## config.mk

```make
export PLATFORM = sky130hd
export DESIGN_NAME = rw_lock_two_writer_classes_unit
export DESIGN_NICKNAME = d
export VERILOG_FILES = /design/src/rwl2_pkg.sv /design/src/rwl2_holders.sv /design/src/rwl2_fifo.sv /design/src/rw_lock_two_writer_classes_unit.sv
export SDC_FILE = /design/constraint.sdc
export NUM_CORES = 1
export LEC_CHECK = 0
export BUFFER_PORTS_ARGS = -buffer_cell sky130_fd_sc_hd__buf_2
export CAP_MARGIN = 20
export CORE_MARGIN = 2
export CORE_UTILIZATION = 45
export CTS_CLUSTER_DIAMETER = 100
export CTS_CLUSTER_SIZE = 25
export DETAILED_ROUTE_END_ITERATION = 8
export PLACE_DENSITY = 0.59
export SETUP_SLACK_MARGIN = 0.3
export SYNTH_ARGS = -nofsm -noshare
export SYNTH_HDL_FRONTEND = slang
export SYNTH_SLANG_ARGS = --single-unit
export TNS_END_PERCENT = 100
```

## constraint.sdc

```tcl
create_clock -name clock -period 5.85 [get_ports clock]
set_clock_uncertainty 0.2 [all_clocks]
set_input_delay 0 -clock clock [delete_from_list [all_inputs] [get_ports clock]]
set_output_delay 0 -clock clock [all_outputs]
set_load 0.05 [all_outputs]
```

## src/rwl2_pkg.sv

```systemverilog
// Package for the two-writer-class readers-writer lock manager.
// Holds action, status and state codes and default sizes; no dependencies.
`timescale 1ns / 1ps
`default_nettype none
package rwl2_pkg;

   localparam int MaxThreadsDefault = 8;
   localparam int QueueDepthDefault = 8;
   localparam int ThreadIdWidth     = 3;

   typedef enum logic [3:0] {
      ACT_ENQ_READER  = 4'd0,
      ACT_ENQ_WRITER1 = 4'd1,
      ACT_ENQ_WRITER2 = 4'd2,
      ACT_ACQ_READER  = 4'd3,
      ACT_ACQ_WRITER1 = 4'd4,
      ACT_ACQ_WRITER2 = 4'd5,
      ACT_UNLOCK      = 4'd6,
      ACT_INIT        = 4'd7,
      ACT_DESTROY     = 4'd8
   } action_type;

   typedef enum logic [1:0] {
      ST_OK         = 2'd0,
      ST_REFUSED    = 2'd1,
      ST_FULL       = 2'd2,
      ST_NOT_HOLDER = 2'd3
   } status_type;

   typedef enum logic [1:0] {
      MODE_NONE    = 2'd0,
      MODE_READER  = 2'd1,
      MODE_WRITER1 = 2'd2,
      MODE_WRITER2 = 2'd3
   } mode_type;

   typedef enum logic [1:0] {
      S_IDLE,
      S_SCAN,
      S_SHIFT,
      S_RESP
   } state_type;

   // Control from the sequencer to the reader holder list.
   typedef struct packed {
      logic clear_scan;
      logic step_scan;
      logic add;
      logic shift;
   } hold_ctrl_type;

endpackage
`default_nettype wire

```

## src/rwl2_holders.sv

```systemverilog
// Reader holder list: an ordered array with a shared compare unit that
// scans one entry per cycle and a shift step that closes a removed slot.
// Depends on rwl2_pkg.
`timescale 1ns / 1ps
`default_nettype none
module rwl2_holders
   import rwl2_pkg::*;
#(
   parameter int MAX_THREADS = MaxThreadsDefault
) (
   input  wire                      clock,
   input  wire                      reset,
   input  hold_ctrl_type            ctrl,
   input  wire [ThreadIdWidth-1:0]  tid,
   output logic [$clog2(MAX_THREADS+1)-1:0] count,
   output logic                     full,
   output logic                     scan_done,
   output logic                     scan_hit,
   output logic                     scan_last
);
   localparam int CW = $clog2(MAX_THREADS+1);
   localparam int IW = (MAX_THREADS > 1) ? $clog2(MAX_THREADS) : 1;

   logic [ThreadIdWidth-1:0] list_ff [MAX_THREADS];
   logic [CW-1:0] count_ff, count_in;
   logic [CW-1:0] idx_ff, idx_in;

   assign count = count_ff;
   assign full  = (count_ff >= CW'(MAX_THREADS));
   // The shared compare unit looks at the entry under the scan pointer.
   assign scan_done = (idx_ff >= count_ff);
   assign scan_hit  = !scan_done && (list_ff[idx_ff[IW-1:0]] == tid);
   // The slot after the scan pointer lies past the end of the list.
   assign scan_last = (idx_ff + CW'(1) >= count_ff);

   // Scan pointer and count.
   always_comb begin
      idx_in   = idx_ff;
      count_in = count_ff;
      if (ctrl.clear_scan) idx_in = '0;
      else if (ctrl.step_scan) idx_in = idx_ff + CW'(1);
      else if (ctrl.shift) begin
         if (idx_ff + CW'(1) >= count_ff) count_in = count_ff - CW'(1);
         else idx_in = idx_ff + CW'(1);
      end
      if (ctrl.add) count_in = count_ff + CW'(1);
   end

   always_ff @(posedge clock) begin
      if (reset) begin
         idx_ff   <= '0;
         count_ff <= '0;
      end else begin
         idx_ff   <= idx_in;
         count_ff <= count_in;
      end
   end

   // Entry storage: append at the tail or move one entry down.
   always_ff @(posedge clock) begin
      if (ctrl.add) list_ff[count_ff[IW-1:0]] <= tid;
      else if (ctrl.shift && (idx_ff + CW'(1) < count_ff))
         list_ff[idx_ff[IW-1:0]] <= list_ff[IW'(idx_ff + CW'(1))];
   end
endmodule
`default_nettype wire

```

## src/rwl2_fifo.sv

```systemverilog
// Small thread-id FIFO with front compare, used for class and arrival queues.
// Depends on rwl2_pkg.
`timescale 1ns / 1ps
`default_nettype none
module rwl2_fifo
   import rwl2_pkg::*;
#(
   parameter int QUEUE_DEPTH = QueueDepthDefault
) (
   input  wire                     clock,
   input  wire                     reset,
   input  wire                     push,
   input  wire                     pop,
   input  wire [ThreadIdWidth-1:0] din,
   output logic                    full,
   output logic                    not_empty,
   output logic                    front_match
);
   localparam int CW = $clog2(QUEUE_DEPTH+1);
   localparam int PW = (QUEUE_DEPTH > 1) ? $clog2(QUEUE_DEPTH) : 1;

   logic [ThreadIdWidth-1:0] mem_ff [QUEUE_DEPTH];
   logic [PW-1:0] head_ff, tail_ff;
   logic [CW-1:0] count_ff;

   assign full        = (count_ff >= CW'(QUEUE_DEPTH));
   assign not_empty   = (count_ff != '0);
   assign front_match = not_empty && (mem_ff[head_ff] == din);

   // Pointers wrap at the depth, which need not be a power of two.
   always_ff @(posedge clock) begin
      if (reset) begin
         head_ff  <= '0;
         tail_ff  <= '0;
         count_ff <= '0;
      end else begin
         if (push) tail_ff <= (tail_ff == PW'(QUEUE_DEPTH-1)) ? '0 : tail_ff + PW'(1);
         if (pop)  head_ff <= (head_ff == PW'(QUEUE_DEPTH-1)) ? '0 : head_ff + PW'(1);
         if (push && !pop) count_ff <= count_ff + CW'(1);
         else if (pop && !push) count_ff <= count_ff - CW'(1);
      end
   end

   always_ff @(posedge clock) begin
      if (push) mem_ff[tail_ff] <= din;
   end
endmodule
`default_nettype wire

```

## src/rw_lock_two_writer_classes_unit.sv

```systemverilog
// Top level of the readers-writer lock manager with two writer classes.
// Depends on rwl2_pkg, rwl2_fifo and rwl2_holders.
//
// Each request beat yields one response beat. Enqueue, acquire, writer
// unlock, init and destroy are decided in S_SCAN, and the response beat is
// then presented in S_RESP. Unlock of a reader hold walks the holder list
// one entry per cycle through a single comparator and then closes the gap one
// entry per cycle in S_SHIFT before the response. After the response beat is
// taken the block returns to S_IDLE, where it is ready again. The request
// side is not ready while an item is in work or its response waits. The user
// must write preference_mode on csr_ only while idle; the block itself does
// not enforce it.
`timescale 1ns / 1ps
`default_nettype none
module rw_lock_two_writer_classes_unit
   import rwl2_pkg::*;
#(
   parameter int MAX_THREADS = MaxThreadsDefault,
   parameter int QUEUE_DEPTH = QueueDepthDefault
) (
   input  wire        clock,
   input  wire        reset,
   input  wire        csr_valid,
   output logic       csr_ready,
   input  wire [1:0]  csr_data,          // preference_mode
   input  wire        req_tvalid,
   output logic       req_tready,
   input  wire [7:0]  req_tdata,         // [3:0] action, [6:4] thread_id
   output logic       rsp_tvalid,
   input  wire        rsp_tready,
   output logic [15:0] rsp_tdata         // [1:0] status, [2] writer1_held,
                                         // [3] writer2_held, [7:4] reader_count,
                                         // [8] readers_waiting,
                                         // [9] writer1_waiting,
                                         // [10] writer2_waiting,
                                         // [11] lock_destroyed
);
   localparam int CW = $clog2(MAX_THREADS+1);

   state_type state_ff, state_in;
   logic [3:0] act_ff;
   logic [ThreadIdWidth-1:0] tid_ff;
   status_type status_ff, status_in;
   logic [1:0] mode_ff;
   logic w1_ff, w2_ff, destroyed_ff;
   logic [ThreadIdWidth-1:0] w1_id_ff, w2_id_ff;

   logic [2:0] fpush, fpop, ffull, fne, fmatch;
   logic apush, apop, afull, ane, amatch;
   hold_ctrl_type hctrl;
   logic [CW-1:0] hcount;
   logic hfull, hdone, hhit, hlast;

   logic is_enq, is_acq, grant, accept_req;
   logic [1:0] cls;
   logic [1:0] mode;

   assign mode = mode_ff;
   assign accept_req = req_tvalid && req_tready;
   assign csr_ready  = 1'b1;

   // Class queues and the shared arrival queue.
   for (genvar g = 0; g < 3; g++) begin : g_cls
      rwl2_fifo #(.QUEUE_DEPTH(QUEUE_DEPTH)) u_fifo (
         .clock, .reset, .push(fpush[g]), .pop(fpop[g]), .din(tid_ff),
         .full(ffull[g]), .not_empty(fne[g]), .front_match(fmatch[g]));
   end
   rwl2_fifo #(.QUEUE_DEPTH(QUEUE_DEPTH)) u_arrival (
      .clock, .reset, .push(apush), .pop(apop), .din(tid_ff),
      .full(afull), .not_empty(ane), .front_match(amatch));

   rwl2_holders #(.MAX_THREADS(MAX_THREADS)) u_holders (
      .clock, .reset, .ctrl(hctrl), .tid(tid_ff), .count(hcount),
      .full(hfull), .scan_done(hdone), .scan_hit(hhit), .scan_last(hlast));

   // Decode the latched action.
   always_comb begin
      is_enq = (act_ff <= 4'(ACT_ENQ_WRITER2));
      is_acq = (act_ff >= 4'(ACT_ACQ_READER)) && (act_ff <= 4'(ACT_ACQ_WRITER2));
      cls    = is_enq ? act_ff[1:0] : 2'(act_ff - 4'(ACT_ACQ_READER));
   end

   // Policy check for an acquire.
   always_comb begin
      grant = fmatch[cls];
      if (cls != 2'd1 && mode == MODE_WRITER1 && fne[1]) grant = 1'b0;
      if (cls != 2'd2 && mode == MODE_WRITER2 && fne[2]) grant = 1'b0;
      if (cls != 2'd0 && mode == MODE_READER  && fne[0]) grant = 1'b0;
      if (mode == MODE_NONE && !amatch) grant = 1'b0;
      if (cls == 2'd0) begin
         if (w1_ff || w2_ff) grant = 1'b0;
      end else if (w1_ff || w2_ff || hcount != '0) grant = 1'b0;
   end

   // Next state.
   always_comb begin
      state_in = state_ff;
      unique case (state_ff)
         S_IDLE: if (accept_req) state_in = S_SCAN;
         S_SCAN: begin
            if (act_ff == 4'(ACT_UNLOCK) && !w1_ff && !w2_ff) begin
               if (hhit) state_in = S_SHIFT;
               else if (hdone) state_in = S_RESP;
            end else state_in = S_RESP;
         end
         // The shift that moves past the last slot also drops the count.
         S_SHIFT: if (hlast) state_in = S_RESP;
         S_RESP: if (rsp_tready) state_in = S_IDLE;
         default: state_in = S_IDLE;
      endcase
   end

   // Outputs of the sequencer: queue strobes, holder control and status.
   always_comb begin
      fpush = '0; fpop = '0; apush = 1'b0; apop = 1'b0;
      hctrl = '0;
      status_in = status_ff;
      unique case (state_ff)
         S_IDLE: hctrl.clear_scan = 1'b1;
         S_SCAN: begin
            status_in = ST_OK;
            if (is_enq) begin
               if (ffull[cls] || afull) status_in = ST_FULL;
               else begin fpush[cls] = 1'b1; apush = 1'b1; end
            end else if (is_acq) begin
               if (!grant) status_in = ST_REFUSED;
               else if (cls == 2'd0 && hfull) status_in = ST_FULL;
               else begin
                  fpop[cls] = 1'b1; apop = 1'b1;
                  if (cls == 2'd0) hctrl.add = 1'b1;
               end
            end else if (act_ff == 4'(ACT_UNLOCK)) begin
               if (w1_ff) status_in = (w1_id_ff == tid_ff) ? ST_OK : ST_NOT_HOLDER;
               else if (w2_ff) status_in = (w2_id_ff == tid_ff) ? ST_OK : ST_NOT_HOLDER;
               else if (!hhit) begin
                  hctrl.step_scan = 1'b1;
                  status_in = ST_NOT_HOLDER;
               end
            end
         end
         S_SHIFT: hctrl.shift = 1'b1;
         S_RESP: ;
         default: ;
      endcase
   end

   always_ff @(posedge clock) begin
      if (reset) begin
         state_ff     <= S_IDLE;
         mode_ff      <= 2'(MODE_NONE);
         w1_ff        <= 1'b0;
         w2_ff        <= 1'b0;
         destroyed_ff <= 1'b0;
         status_ff    <= ST_OK;
      end else begin
         state_ff  <= state_in;
         status_ff <= status_in;
         if (csr_valid && csr_ready) mode_ff <= csr_data;
         if (state_ff == S_SCAN) begin
            if (is_acq && grant && cls == 2'd1) w1_ff <= 1'b1;
            if (is_acq && grant && cls == 2'd2) w2_ff <= 1'b1;
            if (act_ff == 4'(ACT_UNLOCK)) begin
               if (w1_ff) begin
                  if (w1_id_ff == tid_ff) w1_ff <= 1'b0;
               end else if (w2_ff && w2_id_ff == tid_ff) w2_ff <= 1'b0;
            end
            if (act_ff == 4'(ACT_INIT)) destroyed_ff <= 1'b0;
            if (act_ff == 4'(ACT_DESTROY)) destroyed_ff <= 1'b1;
         end
      end
   end

   // Payload registers.
   always_ff @(posedge clock) begin
      if (accept_req) begin
         act_ff <= req_tdata[3:0];
         tid_ff <= req_tdata[6:4];
      end
      if (state_ff == S_SCAN && is_acq && grant) begin
         if (cls == 2'd1) w1_id_ff <= tid_ff;
         if (cls == 2'd2) w2_id_ff <= tid_ff;
      end
   end

   assign req_tready = (state_ff == S_IDLE);
   assign rsp_tvalid = (state_ff == S_RESP);
   assign rsp_tdata  = {4'b0, destroyed_ff, fne[2], fne[1], fne[0],
                        4'(hcount), w2_ff, w1_ff, status_ff};
endmodule
`default_nettype wire

```

==> impl_metrics.env <==
export IMPL_required_ps=6070
export IMPL_gp_congestion=0.7853
export IMPL_start_kind="register"
export IMPL_io_pins=34
export IMPL_yosys_warnings=0
export IMPL_finalHoldViolations=0
export IMPL_cts_buffers=12
export IMPL_via_count=5995
export IMPL_grt_use_total_pct=17.79
export IMPL_grt_pass1_vias=6026
export IMPL_dieHeight_um=151.5
export IMPL_yosys_area_top_type="edfxtp_1"
export IMPL_final_cell_area_mm2=0.01062
export IMPL_tightest_slew_ps=813.8
export IMPL_rsz0062_at_grt="no"
export IMPL_cp_cell_sequence="inv_1, ha_1, nand2b_1, nand2_1, a22o_1, a2111oi_0, nand3_2, inv_2, nand2_1, inv_1, ha_1, inv_1, ha_1, a21o_1, a21oi_1, xnor2_1, or3_1, a21oi_1"
export IMPL_ys_top_cells_by_area="edfxtp_1 41%, dfxtp_1 15%, mux4_2 7.1%"
export IMPL_hold_path_end="act_ff[1]$_DFFE_PP_"
export IMPL_synth_edf_count=133
export IMPL_dieArea_mm2=0.02295
export IMPL_fp_row_count=53
export IMPL_clk_path_buf_depth=3
export IMPL_setup_violations=0
export IMPL_die_w_um=151.5
export IMPL_root_buffer="clkbuf_16"
export IMPL_wl_per_cell_um=18.21
export IMPL_ff2ff_path_depth=18
export IMPL_grt_max_degree=60
export IMPL_cp_num_buf_inv=4
export IMPL_synth_seq_cells=205
export IMPL_cp_slowest_cell="edfxtp_1"
export IMPL_rrSetupSlack_ps=840
export IMPL_yosysSeqAreaShare_pct=55.52
export IMPL_via_per_inst=5.582
export IMPL_setup_slack_ps=840.8
export IMPL_syn_area_per_cell_um2=12.80
export IMPL_drt_total_wl_um=19560
export IMPL_p_leak_nw=3.698
export IMPL_drive_above_1_share_pct=12.77
export IMPL_ys_flop_type="edfxtp_1"
export IMPL_syn_to_final_growth_pct=8.525
export IMPL_clk_latency_ps=480
export IMPL_synth_cells=765
export IMPL_end_kind="register"
export IMPL_syn_cell_area_mm2=0.009789
export IMPL_initial_core_util_pct=46.28
export IMPL_path_clk_slew_ps=100
export IMPL_drt_iter0_markers=289
export IMPL_status="completed"
export IMPL_synth_top_area_share_pct=40.80
export IMPL_fmax_mhz=199.6
export IMPL_fin_crit_sh_pct=85.63
export IMPL_ys_types=68
export IMPL_worst_hold_slack_ps=24.95
export IMPL_overflow=0
export IMPL_ant_nets=0
export IMPL_cp_arrival_ps=5230
export IMPL_firstDrtPassIters=5
export IMPL_cts_tree="yes"
export IMPL_place_ws_ps=916.5
export IMPL_cpPeakStageDelay_ps=560
export IMPL_slew_headroom_pct=45.17
export IMPL_cpLargestDelayFamily="compound AO/OA/AOI/OAI gates"
export IMPL_r2r_end="g_cls[1].u_fifo.count_ff[3]$_SDFFE_PP0P_"
export IMPL_antenna_cells=0
export IMPL_nets=860
export IMPL_clock_sinks=205
export IMPL_critPathMaxFanout=11
export IMPL_async_reset_ff_share_pct=0
export IMPL_irDropWorstVdd_v=0.0001754
export IMPL_antenna_found_initial=0
export IMPL_placedInstanceArea_mm2=0.01007
export IMPL_holdPathStages=2
export IMPL_nFillCells=1759
export IMPL_r2r_start="act_ff[0]$_DFFE_PP_"
export IMPL_min_delay_start="req_tdata[1]"
export IMPL_max_cap_viol_count=0
export IMPL_power_density_mw_per_mm2=311.5
export IMPL_cts_htree_levels=1
export IMPL_dp_hpwl_um=14090
export IMPL_final_util_pct=50.22
export IMPL_grt_pass1_wl_um=31880
export IMPL_post_cts_setup_buffers=0
export IMPL_hp_class="input port to register"
export IMPL_drv_slew=0
export IMPL_period_needed_ps=5009
export IMPL_timing_setup_tns_ps=0
export IMPL_coreArea_mm2=0.02115
export IMPL_port_buffers=27
export IMPL_crit_type="register to register"
export IMPL_remaining_drc_errors=0
[worst max path at each step]
stage	startpoint	endpoint	cells past startpoint
detailed placement	act_ff[0]$_DFFE_PP_	g_cls[1].u_fifo.count_ff[3]$_SDFFE_PP0P_	18
global route	act_ff[0]$_DFFE_PP_	g_cls[1].u_fifo.count_ff[3]$_SDFFE_PP0P_	18
global placement	act_ff[0]$_DFFE_PP_	g_cls[1].u_fifo.count_ff[3]$_SDFFE_PP0P_	18
floorplan	act_ff[0]$_DFFE_PP_	g_cls[1].u_fifo.count_ff[3]$_SDFFE_PP0P_	19
finish	act_ff[0]$_DFFE_PP_	g_cls[1].u_fifo.count_ff[3]$_SDFFE_PP0P_	18
CTS	act_ff[0]$_DFFE_PP_	g_cls[1].u_fifo.count_ff[3]$_SDFFE_PP0P_	18
[kinds of logic (layout without fill, tap and decap cells)]
family                   after synthesis  in the layout  synth area share, %
adder cells (fa/ha/maj)               52             52                7.030
other                                  2              5              0.07672
AND/OR/NAND/NOR                      228            228                11.92
buffers and inverters                 63             94                3.553
multiplexers                          74             74                11.86
XOR/XNOR                              39             39                3.489
flip-flops                           205            205                55.52
AO/OA/AOI/OAI                        102            102                6.544
[cells in the mapped netlist, types with 18 or more instances]
cell type / count
a21oi_1: 37
mux2i_1: 41
clkbuf_1: 18
dfxtp_1: 72
edfxtp_1: 133
nor3_1: 25
mux4_2: 31
ha_1: 47
inv_1: 23
nor2_1: 62
xnor2_1: 22
o21ai_0: 26
nand2_1: 50
[worst reg2reg max path, cell delays in order (launching register included)]
cell and delay (ps):
edfxtp_1 560, inv_1 200, ha_1 230, nand2b_1 160, nand2_1 170, a22o_1 330
a2111oi_0 530, nand3_2 370, inv_2 290, nand2_1 190, inv_1 190, ha_1 230
inv_1 110, ha_1 310, a21o_1 170, a21oi_1 190, xnor2_1 90, or3_1 300
a21oi_1 130
[state kept, by name (all words and copies together), names as in the netlist, 4 cells and up, named ones only]
signal and count:
g_cls.u_fifo.mem_ff 72, g_cls.u_fifo.head_ff 9, u_holders.list_ff 24, g_cls.u_fifo.tail_ff 9
act_ff 4, g_cls.u_fifo.count_ff 12, u_holders.count 4, u_arrival.count_ff 4
u_arrival.mem_ff 24, u_holders.idx_ff 4
[where the power goes]
group | switching, mW | internal [mW] | leakage, nW
logic | 0.464 | 0.241 | 1.73
registers | 0.0642 | 1.64 | 1.78
clock network | 0.468 | 0.432 | 0.184
total | 0.997 | 2.31 | 3.70
[repair_timing]
action | in CTS | in global routing
endpoints found under the setup margin | 0 | 0
hold buffers | 14 | 1
endpoints found under the hold margin | 18 | 67
gates resized for setup | 0 | 0
[metrics by stage]
step / total power [mW] / cells
2_1_floorplan: 2.263 / 768
3_3_place_gp: 2.405 / 1038
3_5_place_dp: 2.429 / 1038
4_1_cts: 3.338 / 1072
5_1_grt: 3.479 / 1074
6_report: 3.309 / 1074
[routing by layer]
layer	track usage [%]	share of wire, %
met4	4.167	1.5
met5	0	0
met1	22.81	44
met2	32.26	51
met3	2.156	3.8
[layout make-up]
type                            instances  area (µm²)  share of cell area (%)
Sequential cell                       205        5435                   51.16
Inverter                               24       90.09                  0.8480
Multi-Input combinational cell        500        4018                   37.82
Clock buffer                           18       354.1                   3.333
Tap cell                              275       344.1                   3.239
Timing Repair Buffer                   50       357.8                   3.368
Clock inverter                          2       25.02                  0.2355
[cell usage in the layout (no fill, tap or decap), types with 3 or more instances in the layout]
cell,Yosys,routed
edfxtp_1,133,133
dfxtp_1,72,72
nor2_1,62,62
nand2_1,50,50
ha_1,47,47
mux2i_1,41,41
a21oi_1,37,37
mux4_2,31,31
buf_2,1,27
o21ai_0,26,26
nor3_1,25,25
inv_1,23,23
xnor2_1,22,22
xor2_1,17,17
or3_1,17,17
dlygate4sd3_1,0,15
nand3_1,14,14
clkbuf_16,0,13
nand2b_1,10,10
nand4_1,10,10
a21o_1,8,8
buf_4,12,7
nand3b_1,6,6
a31oi_1,5,5
fa_1,5,5
conb_1,2,5
nor4_1,4,4
or4_1,4,4
nand4b_1,4,4
clkbuf_1,18,4
and3_2,3,3
a311oi_1,3,3
a211oi_1,3,3
o21a_1,3,3
Note: power is estimated with default switching activity, not from simulation.
